==> config.mk <==
export PLATFORM = sky130hd
export DESIGN_NAME = hash_map_chained_djb2_unit
export DESIGN_NICKNAME = d
export VERILOG_FILES = /design/src/rtl/hmc_pkg.sv /design/src/rtl/hmc_ctrl.sv /design/src/rtl/hmc_datapath.sv /design/src/rtl/hash_map_chained_djb2_unit.sv
export SDC_FILE = /design/constraint.sdc
export NUM_CORES = 2
export LEC_CHECK = 0
export BUFFER_PORTS_ARGS = -buffer_cell sky130_fd_sc_hd__buf_2
export CAP_MARGIN = 15
export CORE_ASPECT_RATIO = 0.8
export CORE_UTILIZATION = 30
export DETAILED_ROUTE_END_ITERATION = 6
export PLACE_DENSITY = 0.43
export SYNTH_ARGS = -nofsm -noshare
export SYNTH_HDL_FRONTEND = slang
export SYNTH_MEMORY_MAX_BITS = 65536
export SYNTH_SLANG_ARGS = --single-unit
==> constraint.sdc <==
create_clock -name clk_i -period 4.4 [get_ports clk_i]
set_input_delay 0.66 -clock clk_i [delete_from_list [all_inputs] [get_ports clk_i]]
set_output_delay 0.66 -clock clk_i [all_outputs]
set_load 0.01 [all_outputs]
==> src/rtl/hmc_pkg.sv <==
// Shared types and constants of the chained hash map unit.
`default_nettype none
package hmc_pkg;
  localparam logic [31:0] HashSeed = 32'd5381;
  localparam int unsigned HashShift = 5;
  localparam logic [31:0] MissValue = 32'hFFFF_FFFF;

  typedef enum logic [1:0] {
    OP_INSERT = 2'd0,
    OP_LOOKUP = 2'd1,
    OP_REMOVE = 2'd2,
    OP_NONE   = 2'd3
  } op_e;

  // Commands from the controller to the datapath.
  typedef struct packed {
    logic load;       // capture item, start hash
    logic hash_step;  // fold one key byte
    logic head_rd;    // fetch bucket head into cursor
    logic node_rd;    // fetch node at cursor
    logic advance;    // prev <= cur, cur <= next
    logic alloc_step; // scan one free bit
    logic wr_update;  // overwrite value at cursor
    logic wr_insert;  // write new node and head
    logic wr_unlink;  // unlink cursor node
    logic res_hit;
    logic res_miss;
    logic res_full;
    logic res_zero;
    logic out_load;   // copy result into output register
  } hmc_cmd_t;

  // Status from the datapath to the controller.
  typedef struct packed {
    logic hash_done;
    logic cur_null;
    logic key_match;
    logic walk_limit;
    logic alloc_found;
    logic alloc_done;
  } hmc_sts_t;
endpackage
`default_nettype wire

==> src/rtl/hmc_ctrl.sv <==
// Controller state machine of the chained hash map unit.
`default_nettype none
module hmc_ctrl (
  input  wire logic             clk_i,
  input  wire logic             rst_ni,
  input  wire logic             in_valid,
  output logic                  in_stall,
  output logic                  out_valid,
  input  wire logic             out_stall,
  input  wire logic [1:0]       opcode_i,
  input  wire hmc_pkg::hmc_sts_t sts_i,
  output hmc_pkg::hmc_cmd_t     cmd_o
);
  import hmc_pkg::*;

  typedef enum logic [9:0] {
    S_IDLE  = 10'b0000000001,
    S_HASH  = 10'b0000000010,
    S_HEAD  = 10'b0000000100,
    S_READ  = 10'b0000001000,
    S_CMP   = 10'b0000010000,
    S_ALLOC = 10'b0000100000,
    S_WRITE = 10'b0001000000,
    S_OUT   = 10'b0010000000,
    S_ADV   = 10'b0100000000,
    S_HIT   = 10'b1000000000
  } state_e;

  state_e state_q, state_d;
  op_e op_q, op_d;
  logic out_valid_q, out_valid_d;

  assign in_stall  = (state_q != S_IDLE);
  assign out_valid = out_valid_q;

  // Sequence hash, chain walk, allocate and write.
  always_comb begin
    state_d = state_q;
    op_d = op_q;
    out_valid_d = out_valid_q && out_stall;
    cmd_o = '0;
    case (state_q)
      S_IDLE: begin
        if (in_valid && !in_stall) begin
          cmd_o.load = 1'b1;
          op_d = op_e'(opcode_i);
          state_d = S_HASH;
        end
      end
      S_HASH: begin
        if (op_q == OP_NONE) begin
          cmd_o.res_zero = 1'b1;
          state_d = S_OUT;
        end else if (sts_i.hash_done) begin
          state_d = S_HEAD;
        end else begin
          cmd_o.hash_step = 1'b1;
        end
      end
      S_HEAD: begin
        cmd_o.head_rd = 1'b1;
        state_d = S_READ;
      end
      S_READ: begin
        if (sts_i.cur_null || sts_i.walk_limit) begin
          if (op_q == OP_INSERT) begin
            state_d = S_ALLOC;
          end else begin
            cmd_o.res_miss = 1'b1;
            state_d = S_OUT;
          end
        end else begin
          cmd_o.node_rd = 1'b1;
          state_d = S_CMP;
        end
      end
      S_CMP: begin
        if (sts_i.key_match) begin
          state_d = S_HIT;
        end else begin
          state_d = S_ADV;
        end
      end
      S_ADV: begin
        cmd_o.advance = 1'b1;
        state_d = S_READ;
      end
      S_HIT: begin
        cmd_o.res_hit = 1'b1;
        cmd_o.wr_update = (op_q == OP_INSERT);
        cmd_o.wr_unlink = (op_q == OP_REMOVE);
        state_d = S_OUT;
      end
      S_ALLOC: begin
        if (sts_i.alloc_found) begin
          state_d = S_WRITE;
        end else if (sts_i.alloc_done) begin
          cmd_o.res_full = 1'b1;
          state_d = S_OUT;
        end else begin
          cmd_o.alloc_step = 1'b1;
        end
      end
      S_WRITE: begin
        cmd_o.wr_insert = 1'b1;
        cmd_o.res_zero = 1'b1;
        state_d = S_OUT;
      end
      S_OUT: begin
        // Hold until the output register is free or being taken.
        if (!out_valid_q || !out_stall) begin
          cmd_o.out_load = 1'b1;
          out_valid_d = 1'b1;
          state_d = S_IDLE;
        end
      end
      default: state_d = S_IDLE;
    endcase
  end

  // Hold control state.
  always_ff @(posedge clk_i or negedge rst_ni) begin
    if (!rst_ni) begin
      state_q <= S_IDLE;
      op_q <= OP_NONE;
      out_valid_q <= 1'b0;
    end else begin
      state_q <= state_d;
      op_q <= op_d;
      out_valid_q <= out_valid_d;
    end
  end
endmodule
`default_nettype wire

==> src/rtl/hmc_datapath.sv <==
// Datapath of the chained hash map unit: hash, node memories and result.
`default_nettype none
module hmc_datapath #(
  parameter int unsigned NUM_BUCKETS = 16,
  parameter int unsigned NODE_POOL = 64
) (
  input  wire logic              clk_i,
  input  wire logic              rst_ni,
  input  wire logic signed [31:0] key_i,
  input  wire logic signed [31:0] value_i,
  input  wire hmc_pkg::hmc_cmd_t cmd_i,
  output hmc_pkg::hmc_sts_t      sts_o,
  output logic                   found_o,
  output logic signed [31:0]     read_value_o,
  output logic                   pool_full_o
);
  import hmc_pkg::*;

  localparam int unsigned BW = (NUM_BUCKETS > 1) ? $clog2(NUM_BUCKETS) : 1;
  localparam int unsigned NW = $clog2(NODE_POOL + 1);
  localparam int unsigned IW = (NODE_POOL > 1) ? $clog2(NODE_POOL) : 1;
  localparam logic [NW-1:0] NullLink = NW'(NODE_POOL);
  // Rounded-up reciprocal of the bucket count, exact for every 32-bit hash.
  localparam logic [63:0] RecipMul =
    ((64'd1 << (32 + BW)) + 64'(NUM_BUCKETS) - 64'd1) / 64'(NUM_BUCKETS);

  logic [31:0] key_q, val_q, hash_q, rd_q;
  logic [2:0] byte_q;
  logic [NW-1:0] cur_q, prev_q, nxt_q, pick_q, steps_q;
  logic [31:0] nkey_q;
  logic pick_ok_q;
  logic found_q, full_q;
  logic [31:0] quot_q;

  logic [NW-1:0] head_q [NUM_BUCKETS];
  logic [NODE_POOL-1:0] free_q;
  logic [31:0] mem_key [NODE_POOL];
  logic [31:0] mem_val [NODE_POOL];
  logic [NW-1:0] mem_next [NODE_POOL];

  logic [7:0] cur_byte;
  logic [BW-1:0] bucket;
  logic [IW-1:0] cur_idx, prev_idx, pick_idx;
  logic [64:0] hash_prod;
  logic [31:0] hash_rem;

  assign cur_byte = key_q[8*byte_q[1:0] +: 8];
  assign cur_idx = cur_q[IW-1:0];
  assign prev_idx = prev_q[IW-1:0];
  assign pick_idx = pick_q[IW-1:0];

  // Reduce the hash to a bucket: quotient registered, remainder from it.
  // The hash is final in the cycle before the head fetch, so the quotient is ready.
  assign hash_prod = {33'd0, hash_q} * {32'd0, RecipMul[32:0]};
  assign hash_rem = hash_q - 32'(quot_q * 32'(NUM_BUCKETS));
  assign bucket = hash_rem[BW-1:0];

  always_ff @(posedge clk_i) begin
    quot_q <= 32'(hash_prod >> (32 + BW));
  end

  assign sts_o.hash_done = byte_q[2] || (cur_byte == 8'd0);
  assign sts_o.cur_null = (cur_q >= NullLink);
  assign sts_o.key_match = (nkey_q == key_q);
  assign sts_o.walk_limit = (steps_q >= NullLink);
  assign sts_o.alloc_found = pick_ok_q;
  assign sts_o.alloc_done = (pick_q >= NullLink);

  // Hash, walk cursor and free scan registers.
  always_ff @(posedge clk_i) begin
    if (cmd_i.load) begin
      key_q <= key_i;
      val_q <= value_i;
      hash_q <= HashSeed;
      byte_q <= 3'd0;
      pick_q <= '0;
      pick_ok_q <= 1'b0;
      steps_q <= '0;
    end
    if (cmd_i.hash_step) begin
      hash_q <= (hash_q << HashShift) + hash_q + {24'd0, cur_byte};
      byte_q <= byte_q + 3'd1;
    end
    if (cmd_i.head_rd) begin
      cur_q <= head_q[bucket];
      prev_q <= NullLink;
    end
    if (cmd_i.node_rd) begin
      nkey_q <= mem_key[cur_idx];
      nxt_q <= mem_next[cur_idx];
    end
    if (cmd_i.advance) begin
      prev_q <= cur_q;
      cur_q <= nxt_q;
      steps_q <= steps_q + NW'(1);
    end
    if (cmd_i.alloc_step) begin
      if (free_q[pick_idx]) pick_ok_q <= 1'b1;
      else pick_q <= pick_q + NW'(1);
    end
  end

  // Write node memories; a freed node keeps its stale link until reused.
  always_ff @(posedge clk_i) begin
    if (cmd_i.wr_update) mem_val[cur_idx] <= val_q;
    if (cmd_i.wr_insert) begin
      mem_key[pick_idx] <= key_q;
      mem_val[pick_idx] <= val_q;
      mem_next[pick_idx] <= head_q[bucket];
    end
    if (cmd_i.wr_unlink) begin
      if (prev_q < NullLink) mem_next[prev_idx] <= nxt_q;
    end
    if (cmd_i.res_hit) rd_q <= mem_val[cur_idx];
  end

  // Bucket heads and free flags.
  always_ff @(posedge clk_i or negedge rst_ni) begin
    if (!rst_ni) begin
      for (int i = 0; i < NUM_BUCKETS; i++) head_q[i] <= NullLink;
      free_q <= '1;
    end else begin
      if (cmd_i.wr_insert) begin
        head_q[bucket] <= pick_q;
        free_q[pick_idx] <= 1'b0;
      end
      if (cmd_i.wr_unlink) begin
        free_q[cur_idx] <= 1'b1;
        if (prev_q >= NullLink) head_q[bucket] <= nxt_q;
      end
    end
  end

  // Result flags.
  logic lookup_q;
  always_ff @(posedge clk_i) begin
    if (cmd_i.load) lookup_q <= 1'b0;
    if (cmd_i.res_hit) begin
      found_q <= 1'b1;
      full_q <= 1'b0;
      lookup_q <= !cmd_i.wr_update && !cmd_i.wr_unlink;
    end
    if (cmd_i.res_miss || cmd_i.res_zero) begin
      found_q <= 1'b0;
      full_q <= 1'b0;
      lookup_q <= 1'b0;
    end
    if (cmd_i.res_full) begin
      found_q <= 1'b0;
      full_q <= 1'b1;
      lookup_q <= 1'b0;
    end
  end

  // Miss value depends on opcode: the controller raises res_miss for lookup and remove.
  logic miss_lookup_q;
  always_ff @(posedge clk_i) begin
    if (cmd_i.load) miss_lookup_q <= 1'b0;
    if (cmd_i.res_miss) miss_lookup_q <= 1'b1;
  end

  logic [31:0] res_rd;
  assign res_rd = lookup_q ? rd_q : (miss_lookup_q && !found_q ? MissValue : 32'd0);

  // Output register: hold the item while it waits on the receiver.
  logic out_found_q, out_full_q;
  logic [31:0] out_rd_q;
  always_ff @(posedge clk_i or negedge rst_ni) begin
    if (!rst_ni) begin
      out_found_q <= 1'b0;
      out_full_q <= 1'b0;
      out_rd_q <= '0;
    end else if (cmd_i.out_load) begin
      out_found_q <= found_q;
      out_full_q <= full_q;
      out_rd_q <= res_rd;
    end
  end

  assign found_o = out_found_q;
  assign pool_full_o = out_full_q;
  assign read_value_o = out_rd_q;
endmodule
`default_nettype wire

==> src/rtl/hash_map_chained_djb2_unit.sv <==
// Top level of the chained hash map unit.
//  channel | valid     | stall      | fields
//  in      | in_valid  | in_stall   | opcode_i key_i value_i
//  out     | out_valid | out_stall  | found_o read_value_o pool_full_o
// One item at a time: the key is hashed a byte at a time, then the chain is walked
// node by node; a hit updates, unlinks or reads the node, an insert of a new key
// scans the free flags for a slot, and an insert that finds the pool full scans them all.
// Reset clears bucket heads and free flags at once; no clearing pass.
// The result waits in an output register; the next item runs meanwhile and
// holds in its last cycle while that result is stalled.
`default_nettype none
module hash_map_chained_djb2_unit #(
  parameter int unsigned NUM_BUCKETS = 16,
  parameter int unsigned NODE_POOL = 64
) (
  input  wire logic              clk_i,
  input  wire logic              rst_ni,
  input  wire logic              in_valid,
  output logic                   in_stall,
  input  wire logic [1:0]        opcode_i,
  input  wire logic signed [31:0] key_i,
  input  wire logic signed [31:0] value_i,
  output logic                   out_valid,
  input  wire logic              out_stall,
  output logic                   found_o,
  output logic signed [31:0]     read_value_o,
  output logic                   pool_full_o
);
  import hmc_pkg::*;

  hmc_cmd_t cmd;
  hmc_sts_t sts;
  logic [1:0] opc;

  // Pass the opcode to the controller.
  assign opc = opcode_i;

  hmc_ctrl u_ctrl (
    .clk_i, .rst_ni, .in_valid, .in_stall, .out_valid, .out_stall,
    .opcode_i(opc), .sts_i(sts), .cmd_o(cmd)
  );

  hmc_cmd_t cmd_dp;
  logic is_lookup_q;
  always_ff @(posedge clk_i or negedge rst_ni) begin
    if (!rst_ni) is_lookup_q <= 1'b0;
    else if (cmd.load) is_lookup_q <= (opcode_i == OP_LOOKUP);
  end
  // Only a lookup miss yields the miss value; a remove miss reads zero.
  always_comb begin
    cmd_dp = cmd;
    if (cmd.res_miss && !is_lookup_q) begin
      cmd_dp.res_miss = 1'b0;
      cmd_dp.res_zero = 1'b1;
    end
  end

  hmc_datapath #(.NUM_BUCKETS(NUM_BUCKETS), .NODE_POOL(NODE_POOL)) u_dp (
    .clk_i, .rst_ni, .key_i, .value_i, .cmd_i(cmd_dp), .sts_o(sts),
    .found_o, .read_value_o, .pool_full_o
  );
endmodule
`default_nettype wire

==> results.yml <==
run:
  drv_cap: 1
final_layout:
  layout-drive-gt1-share_pct: 21.8
  fillers: 59000
  area_delta_synth_final_pct: 18.5
  nets: 11700
  stdcell_area_um2: 225000
  fin_util_pct: 35.7
timing:
  relSlewSlack_pct: -29.8
  worstMarginPinSlew_ns: 1.95
  setup_viol: 2
  fin_crit_sh_pct: 102
  fin_ws_ns: -0.0981
  rsz0062_at_grt: "no"
  hold_ws_ns: 0.235
  post-route-min-period_ns: 4.50
  final_hold_viol_count: 0
  finalClockSkew_ns: 0.102
  max_freq_ghz: 0.222
  drv_slew: 17
detailed_routing:
  viasPerCell: 5.73
  vias: 117000
  postRouteWirelength_um: 809000
  drt_first_pass_iters: 7
  wl_per_cell_um: 39.5
  route.detailed.drc: 0
  drt_iter0_markers: 18600
  ant_nets: 0
power_and_ir_drop:
  p_sw_mw: 28.8
  pwr-share-seq_pct: 50.1
  power_frac_comb_pct: 11.2
  power_frac_clock_pct: 38.7
  vdd_drop_max_v: 0.000370
  powerDensity_nw_per_um2: 484
  internal_power_mw: 80.1
  p_leak_nw: 71.8
  sw_frac_of_total_pct: 26.5
status:
  violations: "capacitance limit, slew limit, setup timing"
  status: "finished with violations"
logic_synthesis:
  synth_cell_types: 92
  postSynthAreaPerCell_um2: 17.6
  post-synth-top-count-cell: "edfxtp_1"
  ys_warn_count: 0
  netlist_top_cells_count: "edfxtp_1 (4707), a22oi_1 (553), nand2_1 (552)"
  ys_ff_latch: 4943
  yosys.area.top_type: "edfxtp_1"
  synthesis.area_um2: 190000
  synth_edf_count: 4707
  syn-instance-count: 10800
  synth_seq_area_share_pct: 77.5
  async_reset_ff_share_pct: 4.53
  netlist.area_leader.share_pct: 74.4
  synth_flop_cell: "edfxtp_1"
  synth_nets: 10800
  synthTopCellsByArea: "edfxtp_1 (74%), mux4_2 (2.8%), mux2i_1 (2.5%), a221oi_1 (2.3%), a22oi_1 (2.2%)"
grt:
  grt_start_max_net_pins: 101
  grt_pass1_wl_um: 1060000
  grt_usage_pct: 24.5
  grt_antenna_before_repair: 97
  grt_pass1_vias: 112000
  grt-ovfl-total: 0
clocking:
  cts_tree: "built"
  clk_latency_ns: 1.12
  cts_buffers: 485
  clkTransAtPathRegs_ns: 0.07
  cts_root_buf: "clkbuf_16"
  h-tree-depth: 5
  clock_sinks: 4943
  clockBufferDepth: 4
place:
  port_buffers: 105
  pre_cts_slack_ns: -0.181
  dp_hpwl_um: 497000
  place_area_um2: 209000
  routabilityCongestion: 0.873
floorplan:
  rows: 261
  initial_utilization_pct: 30.1
  fp.dieW_um: 892
  die_area_um2: 636000
  die_height_um: 714
  core_um2: 631000
  io-pin-count: 106
worst_setup_path:
  critPathMaxFanout: 44
  worstPathRequired_ns: 5.24
  crit_type: "register to register"
  crit_arrival_ns: 5.34
  cp-end-kind: "register"
  startpoint_type: "register"
hold_path:
  min_path_type: "primary input to register"
## worst paths after layout
kind | startpoint | to | slack [ns] | depth (start not counted)
max in group asynchronous | rst_ni | u_dp.head_q[55]$_DFF_PN1_ | 3.00 | 3
min in group asynchronous | rst_ni | u_ctrl.out_valid$_DFF_PN0_ | 0.25 | 2
worst max-delay path | u_dp.cur_q[2]$_DFFE_PP_ | u_dp.nkey_q[23]$_DFFE_PP_ | -0.1 | 9
worst min register to register | u_dp.miss_lookup_q$_SDFFE_PP1P_ | u_dp.miss_lookup_q$_SDFFE_PP1P_ | 0.45 | 2
worst min-delay path | out_stall | u_ctrl.out_valid$_DFF_PN0_ | 0.23 | 3
worst max register to register | u_dp.cur_q[2]$_DFFE_PP_ | u_dp.nkey_q[23]$_DFFE_PP_ | -0.1 | 9
## flip-flops by register name (all words and copies together), names as in the netlist, 64 cells and up
name / flops
u_dp.head_q: 112
u_dp.mem_val: 2048
u_dp.free_q: 64
u_dp.mem_key: 2048
u_dp.mem_next: 448
## power by group through the flow
stage / registers (mW) / logic (mW) / clock network (mW)
floorplan: 56.3 / 3.70 / 0
global placement: 55.5 / 11.8 / 0
detailed placement: 55.5 / 12.0 / 0
CTS: 54.5 / 12.1 / 42.6
global route: 54.5 / 12.5 / 44.3
finish: 54.5 / 12.2 / 42.1
## layout make-up
type                       instances  area [um2]  share of cell area, %
timing repair buffer            1141       11100                   4.92
antenna                           22        55.1                 0.0245
inverter                          15        81.3                 0.0361
clock inverter                   279        2810                   1.25
tap                             8416       10500                   4.68
sequential                      4943      147000                   65.5
clock buffer                     611       12800                   5.69
multi-input combinational       5062       40400                   17.9
## layer usage
metal,vias to the layer above,track usage (%),routed length [um]
met2,7049,37.9,362000
met4,18,7.17,27700
met1,63000,35.1,343000
li1,46000,-,-
met3,1190,4.74,76700
met5,-,0,299
## through the flow
step / std cells / power, mW / setup TNS, ns
2_1_floorplan: 10800 / 60.0 / -125.86
5_1_grt: 20500 / 111 / 0
3_5_place_dp: 19500 / 67.5 / -0.181
6_report: 20500 / 109 / -0.161
3_3_place_gp: 19500 / 67.3 / -1.01
4_1_cts: 20500 / 109 / 0
## repair_timing
action,CTS,global route
pin swaps,0,1
gates resized for setup,1,0
hold endpoints to repair,148,0
gates cloned,0,1
hold buffers,68,0
setup buffers,0,6
setup endpoints to repair,1,1
## worst max-delay path, stage by stage (launching register included)
cell      delay [ns]
edfxtp_1        0.47
buf_12          0.22
buf_4           0.23
and3_4          0.42
buf_12          0.29
a22o_1          0.25
a221oi_1        0.22
nand3_1         0.11
a222oi_1        1.29
or4b_1          0.55
## placed cells by master (no fill, tap or decap), types with 97 or more instances in the layout
| cell | netlist | layout |
|---|---|---|
| a21oi_1 | 292 | 291 |
| a221oi_1 | 509 | 508 |
| a22o_1 | 148 | 148 |
| a22oi_1 | 553 | 546 |
| a31oi_1 | 98 | 97 |
| buf_12 | 2 | 203 |
| buf_2 | 285 | 106 |
| buf_4 | 82 | 759 |
| clkbuf_1 | 266 | 109 |
| clkbuf_16 | 0 | 488 |
| clkinv_1 | 3 | 111 |
| dfrtp_1 | 141 | 141 |
| edfxtp_1 | 4707 | 4707 |
| mux2_2 | 292 | 292 |
| mux2i_1 | 479 | 479 |
| mux4_2 | 234 | 234 |
| nand2_1 | 552 | 535 |
| nor2_1 | 526 | 391 |
| nor2_4 | 0 | 132 |
| o21ai_0 | 401 | 396 |
| o22ai_1 | 104 | 104 |
## cell families after synthesis
kind of cell | Yosys count | synth area share [%]
XOR/XNOR | 41 | 0.189
adder cells (fa/ha/maj) | 8 | 0.0566
flip-flops | 4943 | 77.5
AO/OA/AOI/OAI | 2568 | 9.84
AND/OR/NAND/NOR | 1438 | 3.43
multiplexers | 1006 | 7.04
buffers and inverters | 762 | 1.90
Power figures use the tool's default switching activity.
